**src/sv/rvde_pkg.sv**
```systemverilog
// ----------------------------------------------------------------------------
// rvde_pkg
// shared types and constants for the rv32i decode/execute unit
// ----------------------------------------------------------------------------
package rvde_pkg;

  localparam int unsigned RegisterCount = 32;
  localparam int unsigned RegIdxW = $clog2(RegisterCount);

  localparam logic [31:0] HaltWord = 32'h0FF0_0513;

  typedef enum logic [6:0] {
    OP_LOAD   = 7'd3,
    OP_IMM    = 7'd19,
    OP_AUIPC  = 7'd23,
    OP_STORE  = 7'd35,
    OP_REG    = 7'd51,
    OP_LUI    = 7'd55,
    OP_BRANCH = 7'd99,
    OP_JALR   = 7'd103,
    OP_JAL    = 7'd111
  } opcode_e;

  typedef enum logic [1:0] {
    MEM_NONE  = 2'd0,
    MEM_LOAD  = 2'd1,
    MEM_STORE = 2'd2
  } mem_op_e;

  typedef enum logic [1:0] {
    SIZE_BYTE = 2'd0,
    SIZE_HALF = 2'd1,
    SIZE_WORD = 2'd2
  } size_e;

  localparam logic FuncExec = 1'b0;
  localparam logic FuncLoadRet = 1'b1;

endpackage

```
**src/sv/rv32i_decode_execute.sv**
```systemverilog
// ----------------------------------------------------------------------------
// rv32i_decode_execute
// rv32i execute unit with register file, branch/jump and load/store requests
// ----------------------------------------------------------------------------
// One word per cycle is sustained while the output is not stalled. An accepted
// word reads rs1/rs2 from a register file ram with registered read data; the
// word then sits in an execute stage, where forwarding from the write just made
// covers back to back dependences, and its result goes to an output register.
// Reset clears the per-entry valid bits of the register file at once, so no
// clearing pass is needed; an entry not yet written reads zero. A load-return
// word writes the pending load's destination.
module rv32i_decode_execute (
  input  logic        clk_i,
  input  logic        rst_ni,
  input  logic        in_valid_i,
  output logic        in_ready_o,
  input  logic        func_i,
  input  logic [31:0] instruction_word_i,
  input  logic [31:0] program_counter_i,
  input  logic [31:0] load_data_i,
  output logic        out_valid_o,
  input  logic        out_ready_i,
  output logic [31:0] next_pc_o,
  output logic [1:0]  mem_op_o,
  output logic [1:0]  access_size_o,
  output logic [31:0] mem_address_o,
  output logic [31:0] store_value_o,
  output logic [4:0]  dest_index_o,
  output logic [31:0] dest_value_o,
  output logic        halted_o,
  output logic [7:0]  exit_code_o,
  output logic        bad_opcode_o
);

  localparam int unsigned IW = rvde_pkg::RegIdxW;
  localparam int unsigned RC = rvde_pkg::RegisterCount;

  // stage and output control
  logic ex_valid_q;
  logic ex_func_q;
  logic [31:0] ex_inst_q, ex_pc_q, ex_ld_q;
  logic out_valid_q;
  logic advance, accept;

  assign advance = ~out_valid_q | out_ready_i;
  assign in_ready_o = advance | ~ex_valid_q;
  assign accept = in_valid_i & in_ready_o;
  logic ex_fire;
  assign ex_fire = ex_valid_q & advance;

  // register file ram and valid bits
  logic          wr_en;
  logic [4:0]    wr_idx;
  logic [31:0]   wr_val;
  logic [RC-1:0] rf_vld_q;
  logic [31:0]   ram_a, ram_b;
  logic [4:0]    ra_idx, rb_idx, rx_idx;
  logic          ra_v_q, rb_v_q, rx_v_q;
  logic [31:0]   a0_q;

  assign ra_idx = instruction_word_i[19:15];
  assign rb_idx = instruction_word_i[24:20];

  rvde_ram #(.Width(32), .Depth(RC)) u_rf (
    .clk_i     (clk_i),
    .we_i      (wr_en),
    .waddr_i   (wr_idx[IW-1:0]),
    .wdata_i   (wr_val),
    .re_i      (accept),
    .raddr_a_i (ra_idx[IW-1:0]),
    .raddr_b_i (rb_idx[IW-1:0]),
    .rdata_a_o (ram_a),
    .rdata_b_o (ram_b)
  );

  // a0 kept in a shadow register for the halt exit code
  function automatic logic idx_ok(input logic [4:0] idx);
    return (idx != 5'd0) && ({27'd0, idx} < RC);
  endfunction

  // read-side qualifiers: valid bit and same-cycle write bypass
  logic          byp_a_q, byp_b_q;
  logic [31:0]   byp_val_q;
  always_ff @(posedge clk_i or negedge rst_ni) begin
    if (!rst_ni) begin
      ra_v_q <= 1'b0;
      rb_v_q <= 1'b0;
      byp_a_q <= 1'b0;
      byp_b_q <= 1'b0;
    end else if (accept) begin
      ra_v_q <= idx_ok(ra_idx) && rf_vld_q[ra_idx[IW-1:0]];
      rb_v_q <= idx_ok(rb_idx) && rf_vld_q[rb_idx[IW-1:0]];
      byp_a_q <= wr_en && (wr_idx == ra_idx) && idx_ok(ra_idx);
      byp_b_q <= wr_en && (wr_idx == rb_idx) && idx_ok(rb_idx);
    end
  end
  always_ff @(posedge clk_i) begin
    if (accept) begin
      byp_val_q <= wr_val;
    end
  end
  assign rx_idx = 5'd10;
  assign rx_v_q = 1'b1;

  logic [31:0] a, b;
  assign a = byp_a_q ? byp_val_q : (ra_v_q ? ram_a : 32'd0);
  assign b = byp_b_q ? byp_val_q : (rb_v_q ? ram_b : 32'd0);

  // execute stage register
  always_ff @(posedge clk_i or negedge rst_ni) begin
    if (!rst_ni) begin
      ex_valid_q <= 1'b0;
    end else if (accept) begin
      ex_valid_q <= 1'b1;
    end else if (ex_fire) begin
      ex_valid_q <= 1'b0;
    end
  end
  always_ff @(posedge clk_i) begin
    if (accept) begin
      ex_func_q <= func_i;
      ex_inst_q <= instruction_word_i;
      ex_pc_q   <= program_counter_i;
      ex_ld_q   <= load_data_i;
    end
  end

  // pending load
  logic       pl_valid_q, pl_valid_d;
  logic [4:0] pl_dest_q, pl_dest_d;
  logic [2:0] pl_kind_q, pl_kind_d;

  // decode and execute
  logic [6:0]  op;
  logic [2:0]  f3;
  logic [4:0]  rd;
  logic        b30;
  logic [31:0] imm_i, imm_s, imm_b, imm_j, imm_u, opb, alu_y, pc4;
  logic        alt, take;
  logic [31:0] r_npc, r_addr, r_store, r_dval, t;
  logic [1:0]  r_mop, r_size;
  logic [4:0]  r_didx;
  logic        r_halt, r_bad, wr_t;
  logic [7:0]  r_exit;
  logic [31:0] ld;

  assign op  = ex_inst_q[6:0];
  assign f3  = ex_inst_q[14:12];
  assign rd  = ex_inst_q[11:7];
  assign b30 = ex_inst_q[30];
  assign pc4 = ex_pc_q + 32'd4;
  assign imm_i = {{20{ex_inst_q[31]}}, ex_inst_q[31:20]};
  assign imm_s = {{20{ex_inst_q[31]}}, ex_inst_q[31:25], ex_inst_q[11:7]};
  assign imm_b = {{19{ex_inst_q[31]}}, ex_inst_q[31], ex_inst_q[7], ex_inst_q[30:25],
                  ex_inst_q[11:8], 1'b0};
  assign imm_j = {{11{ex_inst_q[31]}}, ex_inst_q[31], ex_inst_q[19:12], ex_inst_q[20],
                  ex_inst_q[30:21], 1'b0};
  assign imm_u = {ex_inst_q[31:12], 12'd0};

  always_comb begin
    opb = b;
    alt = b30 && ((f3 == 3'd0) || (f3 == 3'd5));
    if (op == rvde_pkg::OP_IMM) begin
      opb = ((f3 == 3'd1) || (f3 == 3'd5)) ? {27'd0, imm_i[4:0]} : imm_i;
      alt = b30 && (f3 == 3'd5);
    end
    case (f3)
      3'd0: alu_y = alt ? a - opb : a + opb;
      3'd1: alu_y = a << opb[4:0];
      3'd2: alu_y = {31'd0, $signed(a) < $signed(opb)};
      3'd3: alu_y = {31'd0, a < opb};
      3'd4: alu_y = a ^ opb;
      3'd5: alu_y = alt ? 32'($signed(a) >>> opb[4:0]) : a >> opb[4:0];
      3'd6: alu_y = a | opb;
      default: alu_y = a & opb;
    endcase
    case (f3)
      3'd0: take = a == b;
      3'd1: take = a != b;
      3'd4: take = $signed(a) < $signed(b);
      3'd5: take = $signed(a) >= $signed(b);
      3'd6: take = a < b;
      3'd7: take = a >= b;
      default: take = 1'b0;
    endcase
  end

  always_comb begin
    r_npc = 32'd0; r_mop = rvde_pkg::MEM_NONE; r_size = rvde_pkg::SIZE_BYTE;
    r_addr = 32'd0; r_store = 32'd0; r_didx = 5'd0; r_dval = 32'd0;
    r_halt = 1'b0; r_exit = 8'd0; r_bad = 1'b0;
    t = 32'd0; wr_t = 1'b0;
    pl_valid_d = pl_valid_q; pl_dest_d = pl_dest_q; pl_kind_d = pl_kind_q;
    ld = ex_ld_q;
    if (ex_func_q == rvde_pkg::FuncLoadRet) begin
      if (pl_valid_q) begin
        if (pl_kind_q[1:0] == 2'd0) begin
          ld = pl_kind_q[2] ? {24'd0, ex_ld_q[7:0]} : {{24{ex_ld_q[7]}}, ex_ld_q[7:0]};
        end else if (pl_kind_q[1:0] == 2'd1) begin
          ld = pl_kind_q[2] ? {16'd0, ex_ld_q[15:0]} : {{16{ex_ld_q[15]}}, ex_ld_q[15:0]};
        end
        pl_valid_d = 1'b0;
        if (idx_ok(pl_dest_q)) begin
          r_didx = pl_dest_q;
          r_dval = ld;
        end
      end
    end else if (ex_inst_q == rvde_pkg::HaltWord) begin
      r_npc = ex_pc_q;
      r_halt = 1'b1;
      r_exit = a0_q[7:0];
    end else begin
      r_npc = pc4;
      unique case (op)
        rvde_pkg::OP_REG, rvde_pkg::OP_IMM: begin
          t = alu_y; wr_t = 1'b1;
        end
        rvde_pkg::OP_JALR: begin
          r_npc = (a + imm_i) & ~32'd1; t = pc4; wr_t = 1'b1;
        end
        rvde_pkg::OP_JAL: begin
          r_npc = ex_pc_q + imm_j; t = pc4; wr_t = 1'b1;
        end
        rvde_pkg::OP_LUI: begin
          t = imm_u; wr_t = 1'b1;
        end
        rvde_pkg::OP_AUIPC: begin
          t = ex_pc_q + imm_u; wr_t = 1'b1;
        end
        rvde_pkg::OP_BRANCH: begin
          if (take) r_npc = ex_pc_q + imm_b;
        end
        rvde_pkg::OP_LOAD: begin
          r_mop = rvde_pkg::MEM_LOAD;
          r_size = (f3[1:0] == 2'd3) ? rvde_pkg::SIZE_WORD : f3[1:0];
          r_addr = a + imm_i;
          pl_valid_d = 1'b1; pl_dest_d = rd; pl_kind_d = f3;
        end
        rvde_pkg::OP_STORE: begin
          if (f3 <= 3'd2) begin
            r_mop = rvde_pkg::MEM_STORE;
            r_size = f3[1:0];
            r_addr = a + imm_s;
            r_store = b;
          end
        end
        default: r_bad = 1'b1;
      endcase
      if (wr_t && idx_ok(rd)) begin
        r_didx = rd;
        r_dval = t;
      end
    end
  end

  // register file write
  assign wr_en  = ex_fire && (r_didx != 5'd0);
  assign wr_idx = r_didx;
  assign wr_val = r_dval;

  always_ff @(posedge clk_i or negedge rst_ni) begin
    if (!rst_ni) begin
      rf_vld_q   <= '0;
      a0_q       <= 32'd0;
      pl_valid_q <= 1'b0;
      pl_dest_q  <= 5'd0;
      pl_kind_q  <= 3'd0;
    end else if (ex_fire) begin
      pl_valid_q <= pl_valid_d;
      pl_dest_q  <= pl_dest_d;
      pl_kind_q  <= pl_kind_d;
      if (wr_en) begin
        rf_vld_q[wr_idx[IW-1:0]] <= 1'b1;
        if (wr_idx == rx_idx && rx_v_q) a0_q <= wr_val;
      end
    end
  end

  // output register
  always_ff @(posedge clk_i or negedge rst_ni) begin
    if (!rst_ni) begin
      out_valid_q <= 1'b0;
    end else if (advance) begin
      out_valid_q <= ex_valid_q;
    end
  end
  always_ff @(posedge clk_i) begin
    if (ex_fire) begin
      next_pc_o     <= r_npc;
      mem_op_o      <= r_mop;
      access_size_o <= r_size;
      mem_address_o <= r_addr;
      store_value_o <= r_store;
      dest_index_o  <= r_didx;
      dest_value_o  <= r_dval;
      halted_o      <= r_halt;
      exit_code_o   <= r_exit;
      bad_opcode_o  <= r_bad;
    end
  end
  assign out_valid_o = out_valid_q;

endmodule

```
**src/sv/rvde_ram.sv**
```systemverilog
// ----------------------------------------------------------------------------
// rvde_ram
// generic single-write dual-read ram with registered read data
// ----------------------------------------------------------------------------
module rvde_ram #(
  parameter int unsigned Width = 32,
  parameter int unsigned Depth = 32,
  localparam int unsigned AddrW = (Depth > 1) ? $clog2(Depth) : 1
) (
  input  logic             clk_i,
  input  logic             we_i,
  input  logic [AddrW-1:0] waddr_i,
  input  logic [Width-1:0] wdata_i,
  input  logic             re_i,
  input  logic [AddrW-1:0] raddr_a_i,
  input  logic [AddrW-1:0] raddr_b_i,
  output logic [Width-1:0] rdata_a_o,
  output logic [Width-1:0] rdata_b_o
);

  logic [Width-1:0] mem_q [Depth];

  always_ff @(posedge clk_i) begin
    if (we_i) begin
      mem_q[waddr_i] <= wdata_i;
    end
    if (re_i) begin
      rdata_a_o <= mem_q[raddr_a_i];
      rdata_b_o <= mem_q[raddr_b_i];
    end
  end

endmodule

```
**config.mk**
```make
export PLATFORM = sky130hd
export DESIGN_NAME = rv32i_decode_execute
export DESIGN_NICKNAME = d
export VERILOG_FILES = /design/src/sv/rvde_pkg.sv /design/src/sv/rv32i_decode_execute.sv /design/src/sv/rvde_ram.sv
export SDC_FILE = /design/constraint.sdc
export NUM_CORES = 2
export LEC_CHECK = 0
export BUFFER_PORTS_ARGS = -buffer_cell sky130_fd_sc_hd__buf_2
export CAP_MARGIN = 20
export CORE_MARGIN = 4
export CORE_UTILIZATION = 25
export DETAILED_ROUTE_END_ITERATION = 16
export MAX_ROUTING_LAYER = met4
export SLEW_MARGIN = 10
export SYNTH_ARGS = -nofsm -noshare
export SYNTH_HDL_FRONTEND = slang
export SYNTH_HIERARCHICAL = 1
export SYNTH_SLANG_ARGS = --single-unit
```
**constraint.sdc**
```tcl
create_clock -name clk_i -period 8.6 [get_ports clk_i]
set_clock_uncertainty 0.15 [all_clocks]
set_input_delay 2.58 -clock clk_i [delete_from_list [all_inputs] [get_ports clk_i]]
set_output_delay 2.58 -clock clk_i [all_outputs]
set_load 0.02 [all_outputs]
```
Word-level counts from Yosys, hierarchy flattened
Memory sizes are Yosys's and may differ from the RTL's. A register that Yosys moved wholly into a read port is not among the register bits.
Cells that the tools add are included.
{"block": "word_totals", "memories": 1, "reg_bits": 331, "word_cells": 175, "ram_bits": 1024}
{"block": "classes", "reduce_logical": 33, "n_eq_ne": 25, "add_sub_neg": 8, "bitwise": 14, "n_shift": 3, "n_lt_le_gt_ge": 11, "n_mux": 54}
{"memory": "u_rf.mem_q", "depth": 32, "word_bits": 32, "rd": 2, "rd_ports_with_merged_regs": 2, "wr": 1, "line": "rvde_ram.sv:21", "source": "logic [Width-1:0] mem_q [Depth];"}
{"op": "$mux W32", "n": 20}
{"op": "$pmux W32 S7", "n": 1}
{"op": "$add A32 B32 Y32", "n": 6}
{"op": "$lt A32 B32 Y1", "n": 4}
{"op": "$pmux W32 S4", "n": 1}
{"op": "$pmux W32 S3", "n": 1}
{"op": "$ge A32 B32 Y1", "n": 2}
{"op": "$or A32 B32 Y32", "n": 2}
{"op": "$pmux W32 S2", "n": 1}
{"op": "$add A32 B3 Y32 const B", "n": 1}
{"op": "$and A32 B32 Y32", "n": 1}
{"op": "$eq A32 B28 Y1 const B", "n": 1}
{"op": "$eq A32 B32 Y1", "n": 1}
{"op": "$ne A32 B32 Y1", "n": 1}
{"op": "$shl A32 B5 Y32", "n": 1}
{"op": "$shr A32 B5 Y32", "n": 1}
{"op": "$sshr A32 B5 Y32", "n": 1}
{"op": "$sub A32 B32 Y32", "n": 1}
{"op": "$xor A32 B32 Y32", "n": 1}
{"op": "$mux W5", "n": 5}
{"op": "$reduce_bool A5 Y1", "n": 5}
{"op": "$eq A7 B6 Y1 const B", "n": 3}
{"op": "$eq A7 B7 Y1 const B", "n": 3}
{"op": "$lt A5 B6 Y1 const B", "n": 3}
{"op": "other kinds (33)", "n": 81}

Longest topological paths before layout
{"block": "logic_depth", "word_depth": 14, "depth_mapped": 21}

By module
The synthesis kept the hierarchy.
{"module": "rvde_ram", "cells_each": 3450, "seq_area_each_um2": 32671.3, "n_inst": 1, "area_each_um2": 50681.1}
{"module": "rv32i_decode_execute", "cells_each": 3825, "seq_area_each_um2": 9664.3, "n_inst": 1, "area_each_um2": 32049.5}

Worst setup path before layout
No wires, ideal clock.
{"block": "synth_path", "path_kind": "input port to flip-flop", "start": "in out_ready_i", "end": "reg byp_b_q", "n_path_buf": 0, "setup_ns": 0.068, "path_slack_ns": 0.454, "t_arrival_ns": 7.929, "cell_stages": 6, "required_ns": 8.382, "cell_sequence": "nand3b_1 > nand2_1 > inv_1 > o21ai_0 > nor4_1 > a32o_1"}
{"block": "synth_between", "word_cells_on_any_way": 7}
{"element": "from (decl)", "line": "rv32i_decode_execute.sv:22", "source": "input logic out_ready_i,"}
{"element": "$or A1 B1 Y1", "line": "rv32i_decode_execute.sv:45", "source": "assign advance = ~out_valid_q | out_ready_i;"}
{"element": "$or A1 B1 Y1", "line": "rv32i_decode_execute.sv:46", "source": "assign in_ready_o = advance | ~ex_valid_q;"}
{"element": "$and A1 B1 Y1", "line": "rv32i_decode_execute.sv:47", "source": "assign accept = in_valid_i & in_ready_o;"}
{"element": "net accept", "line": "rv32i_decode_execute.sv:43", "source": "logic advance, accept;"}
{"element": "to (signal assigned)", "line": "rv32i_decode_execute.sv:94", "source": "byp_b_q <= wr_en && (wr_idx == rb_idx) && idx_ok(rb_idx);"}
{"element": "to (decl)", "line": "rv32i_decode_execute.sv:82", "source": "logic byp_a_q, byp_b_q;"}
The timed path passes the listed nets, and every way through them passes these cells.
A chain may end at the register's enable or synchronous reset.

Worst setup path in the final report
{"block": "layout_path", "start": "reg ex_inst_q[3]", "end": "mem u_rf.mem_q[24][25], data pin"}
{"block": "layout_between", "elab_chain_cells": 9, "word_cells_on_any_way": 31}
{"element": "from (decl)", "line": "rv32i_decode_execute.sv:41", "source": "logic [31:0] ex_inst_q, ex_pc_q, ex_ld_q;"}
{"element": "from (signal assigned)", "line": "rv32i_decode_execute.sv:122", "source": "ex_inst_q <= instruction_word_i;"}
{"element": "$eq A7 B5 Y1, or another cell as far along", "line": "rv32i_decode_execute.sv:163, rv32i_decode_execute.sv:214"}
{"element": "$mux W32 / $reduce_or A6 Y1 (equally long branches)"}
{"element": "$add A32 B32 Y32, or another cell as far along", "line": "rv32i_decode_execute.sv:168", "source": "3'd0: alu_y = alt ? a - opb : a + opb;"}
{"element": "$mux W32, or another cell as far along", "line": "rv32i_decode_execute.sv:168"}
{"element": "$pmux W32 S7 / $mux W1 (equally long branches)", "line": "rv32i_decode_execute.sv:167, rv32i_decode_execute.sv:195"}
{"element": "$pmux W32 S4 / $logic_and A1 B1 Y1 (equally long branches)", "line": "rv32i_decode_execute.sv:214, rv32i_decode_execute.sv:249"}
{"element": "$mux W32", "line": "rv32i_decode_execute.sv:249", "source": "if (wr_t && idx_ok(rd)) begin"}
{"element": "$mux W32 (*)", "line": "rv32i_decode_execute.sv:208", "source": "end else if (ex_inst_q == rvde_pkg::HaltWord) begin"}
{"element": "$mux W32 (*)", "line": "rv32i_decode_execute.sv:195", "source": "if (ex_func_q == rvde_pkg::FuncLoadRet) begin"}
{"element": "net r_dval[25]", "line": "rv32i_decode_execute.sv:140", "source": "logic [31:0] r_npc, r_addr, r_store, r_dval, t;"}
{"element": "to (decl)", "line": "rvde_ram.sv:21"}
The timed path passes the listed nets; every way through them passes the cells marked *. The select of a mux whose other input is x is not followed.

==> results.py <==
metrics = {
    "outcome": {
        "outcome": "finished, final reports clean",
    },
    "layout": {
        "stdcell_count": 11880,
        "syn2layout_area_growth_pct": 14.4,
        "final_layout_size_suffix_gt1_frac": 0.118,
        "fin_area_mm2": 0.0947,
        "postLayoutCoreUtil": 0.288,
        "nets": 7710,
    },
    "clock_network": {
        "cts_tree": "yes",
        "clock-sinks": 1419,
        "postCtsSetupRepairBufs": 0,
        "clockBufferDepth": 4,
        "cts_hold_buf": 0,
        "cts-resized-gates": 0,
        "clock_latency_ns": 0.88,
        "htreeDepth": 4,
        "cts_root_buffer": "clkbuf_16",
        "cts_made_buffers": 163,
        "clkTransAtPathRegs_ns": 0.07,
    },
    "yosys": {
        "yosys.area.top_type": "edfxtp_1",
        "async_flop_share": 0.0388,
        "synthFlopType": "edfxtp_1",
        "synth_edf_count": 1364,
        "yosysSeqAreaShare": 0.512,
        "synth_common_cells": "edfxtp_1 (1364), mux2i_1 (1121), a21oi_1 (534)",
        "yosysMostFrequentCell": "edfxtp_1",
        "netlist_area_mm2": 0.0827,
        "syn_inst": 7275,
        "syn_nets": 7601,
        "synth-seq-cells": 1419,
        "ys_top_cells_by_area": "edfxtp_1 (50%), mux2i_1 (14%), ha_1 (3.3%)",
        "synth_warnings": 6,
        "avgSynthCellArea_um2": 11.4,
        "ys_types": 101,
        "synth_top_area_frac": 0.495,
    },
    "worst_hold_path": {
        "hp-class": "reg2reg",
        "hold_path_depth": 0,
        "hold_start": "rf_vld_q[0]",
    },
    "global_routing": {
        "grt_pass1_wl_um": 508000,
        "antenna_found_initial": 31,
        "grt-ovfl-total": 0,
        "grt_max_degree": 135,
        "grt_pass1_vias": 63851,
        "grt.total_usage": 0.211,
    },
    "placement": {
        "hpwl_um": 259000,
        "gp_congestion": 1.03,
        "io_buffers": 249,
        "dpl_cell_area_mm2": 0.0894,
        "place_inst": 11565,
        "post-place-ws_ns": 1.73,
    },
    "worst_setup_path": {
        "cp-start-kind": "register",
        "crit_type": "reg2reg",
        "worstPathRequired_ns": 8.95,
        "crit_start": "ex_inst_q[3]",
        "rr_startpoint": "ex_inst_q[3]",
        "cp-end-kind": "register",
        "worstPathMaxFanout": 34,
        "worstRegToRegCells": 16,
        "arrival_ns": 7.48,
    },
    "timing": {
        "setup_viol_count_final": 0,
        "drv_slew": 0,
        "fin_crit_sh": 0.830,
        "max_freq_ghz": 0.140,
        "finalHoldViolCount": 0,
        "hold_slack_ns": 0.278,
        "setup_ws_ns": 1.47,
        "grt_setup_unrepaired": "false",
        "setup-tns-final_ns": 0,
        "maxSlewHeadroom": 0.143,
        "worstMarginPinSlew_ns": 1.27,
        "final.min_clock_period_ns": 7.13,
    },
    "drt": {
        "drtAntennaViolNets": 0,
        "vias_per_cell": 5.67,
        "drt_iter0_drc": 8649,
        "drt-wirelength-per-cell_um": 31.0,
        "drcViolationCount": 0,
        "routed_wl_um": 368000,
        "via_count": 67340,
        "drt_first_pass_iters": 6,
    },
    "power": {
        "pwr_density_cell_mw_per_mm2": 189,
        "p_leak_nw": 36.4,
        "power_mw": 17.9,
        "peakVddDrop_mv": 0.134,
    },
    "run": {
        "max_cap_viol_count": 0,
    },
    "floorplanning": {
        "rows": 210,
        "initial_core_util": 0.252,
        "core_mm2": 0.328,
        "die_w_um": 583,
        "dieArea_mm2": 0.340,
        "dieHeight_um": 583,
        "ios": 250,
    },
}
logic make-up (layout without fill, tap and decap cells):
kind of cell               count (synthesis)  in the layout  synth area share
buffers and inverters                    703            942            0.0398
DFF                                     1419           1419             0.512
muxes                                   1157           1157             0.143
and+or+nand+nor                         1537           1537            0.0862
AOI/OAI and AO/OA                       2079           2079             0.168
xor gates and xnor gates                 155            155            0.0164
other                                      0             20                 0
adders and majority gates                225            225            0.0345
critical path, stage by stage (launching register included):
cell and delay (ns):
edfxtp_1 0.58, and4bb_2 0.59, nand3_2 0.34, a21oi_2 0.79
a21oi_1 0.14, ha_1 0.57, inv_1 0.19, a21oi_1 0.25
nand2_1 0.14, or2_2 0.36, a211oi_1 0.84, o21ai_0 0.51
a32o_1 0.38, a31oi_1 0.17, xnor2_1 0.10, a211o_1 0.31
buf_4 0.26
power breakdown:
part           internal [mW]  switching (mW)
registers               7.65           0.144
clock network           3.92            3.01
logic                  0.942            2.24
routing by layer:
layer	track usage	part of all wire	vias up
met2	0.326	0.45	4047
met1	0.281	0.42	34210
met5	-	0	-
met3	0.0336	0.091	646
li1	-	-	28437
met4	0.0768	0.044	0
flip-flops by register name, indices dropped and copies added, names as in the netlist, 2 cells and up:
| name | count |
|---|---|
| u_rf/rdata_b_o | 32 |
| byp_val_q | 32 |
| pl_kind_q | 3 |
| ex_pc_q | 32 |
| store_value_o | 32 |
| rf_vld_q | 32 |
| mem_address_o | 32 |
| next_pc_o | 32 |
| exit_code_o | 8 |
| ex_ld_q | 32 |
| ex_inst_q | 32 |
| pl_dest_q | 5 |
| a0_q | 8 |
| u_rf/mem_q | 1024 |
| mem_op_o | 2 |
| u_rf/rdata_a_o | 32 |
| dest_index_o | 5 |
| access_size_o | 2 |
| dest_value_o | 32 |
layout by cell type (no fill, tap or decap), types with 30 or more instances in the layout:
master        n
o211ai_1     63
edfxtp_1   1364
nor3_1      150
and3_1       30
a21oi_1     528
nor2_4       34
dfrtp_1      54
nand2b_1     30
buf_2       247
clkbuf_16   163
a211oi_1    110
nand3_1     272
clkbuf_1     30
inv_1       162
nand4_1      42
nor2_1      320
clkinv_1     37
mux2i_1    1120
or3_1        34
nand2_1     468
o21bai_1     41
a22oi_1     264
xnor2_1     106
buf_4       201
a221oi_1     44
o22ai_1      31
o21ai_0     312
a21o_1       99
o21a_1       36
xor2_1       49
ha_1        220
a22o_1      176
a31oi_1     112
area by class of cell:
class	instances	area, um^2
Antenna cell	20	50.0
Timing Repair Buffer	474	3260
Clock buffer	194	4210
Sequential cell	1419	42300
Fill cell	33571	234000
Tap cell	4346	5440
Inverter	173	664
Multi-Input combinational cell	5153	37700
Clock inverter	101	1020
final timing paths:
path / slack, ns / end
min in group asynchronous: 1.78 / pl_kind_q[0]
worst min register to register: 0.28 / rf_vld_q[0]
max in group asynchronous: 5.86 / byp_b_q
worst max register to register: 1.47 / u_rf/mem_q[24][25]
worst min-delay path: 0.28 / rf_vld_q[0]
worst max-delay path: 1.47 / u_rf/mem_q[24][25]
Note: power is estimated with default switching activity, not from simulation.
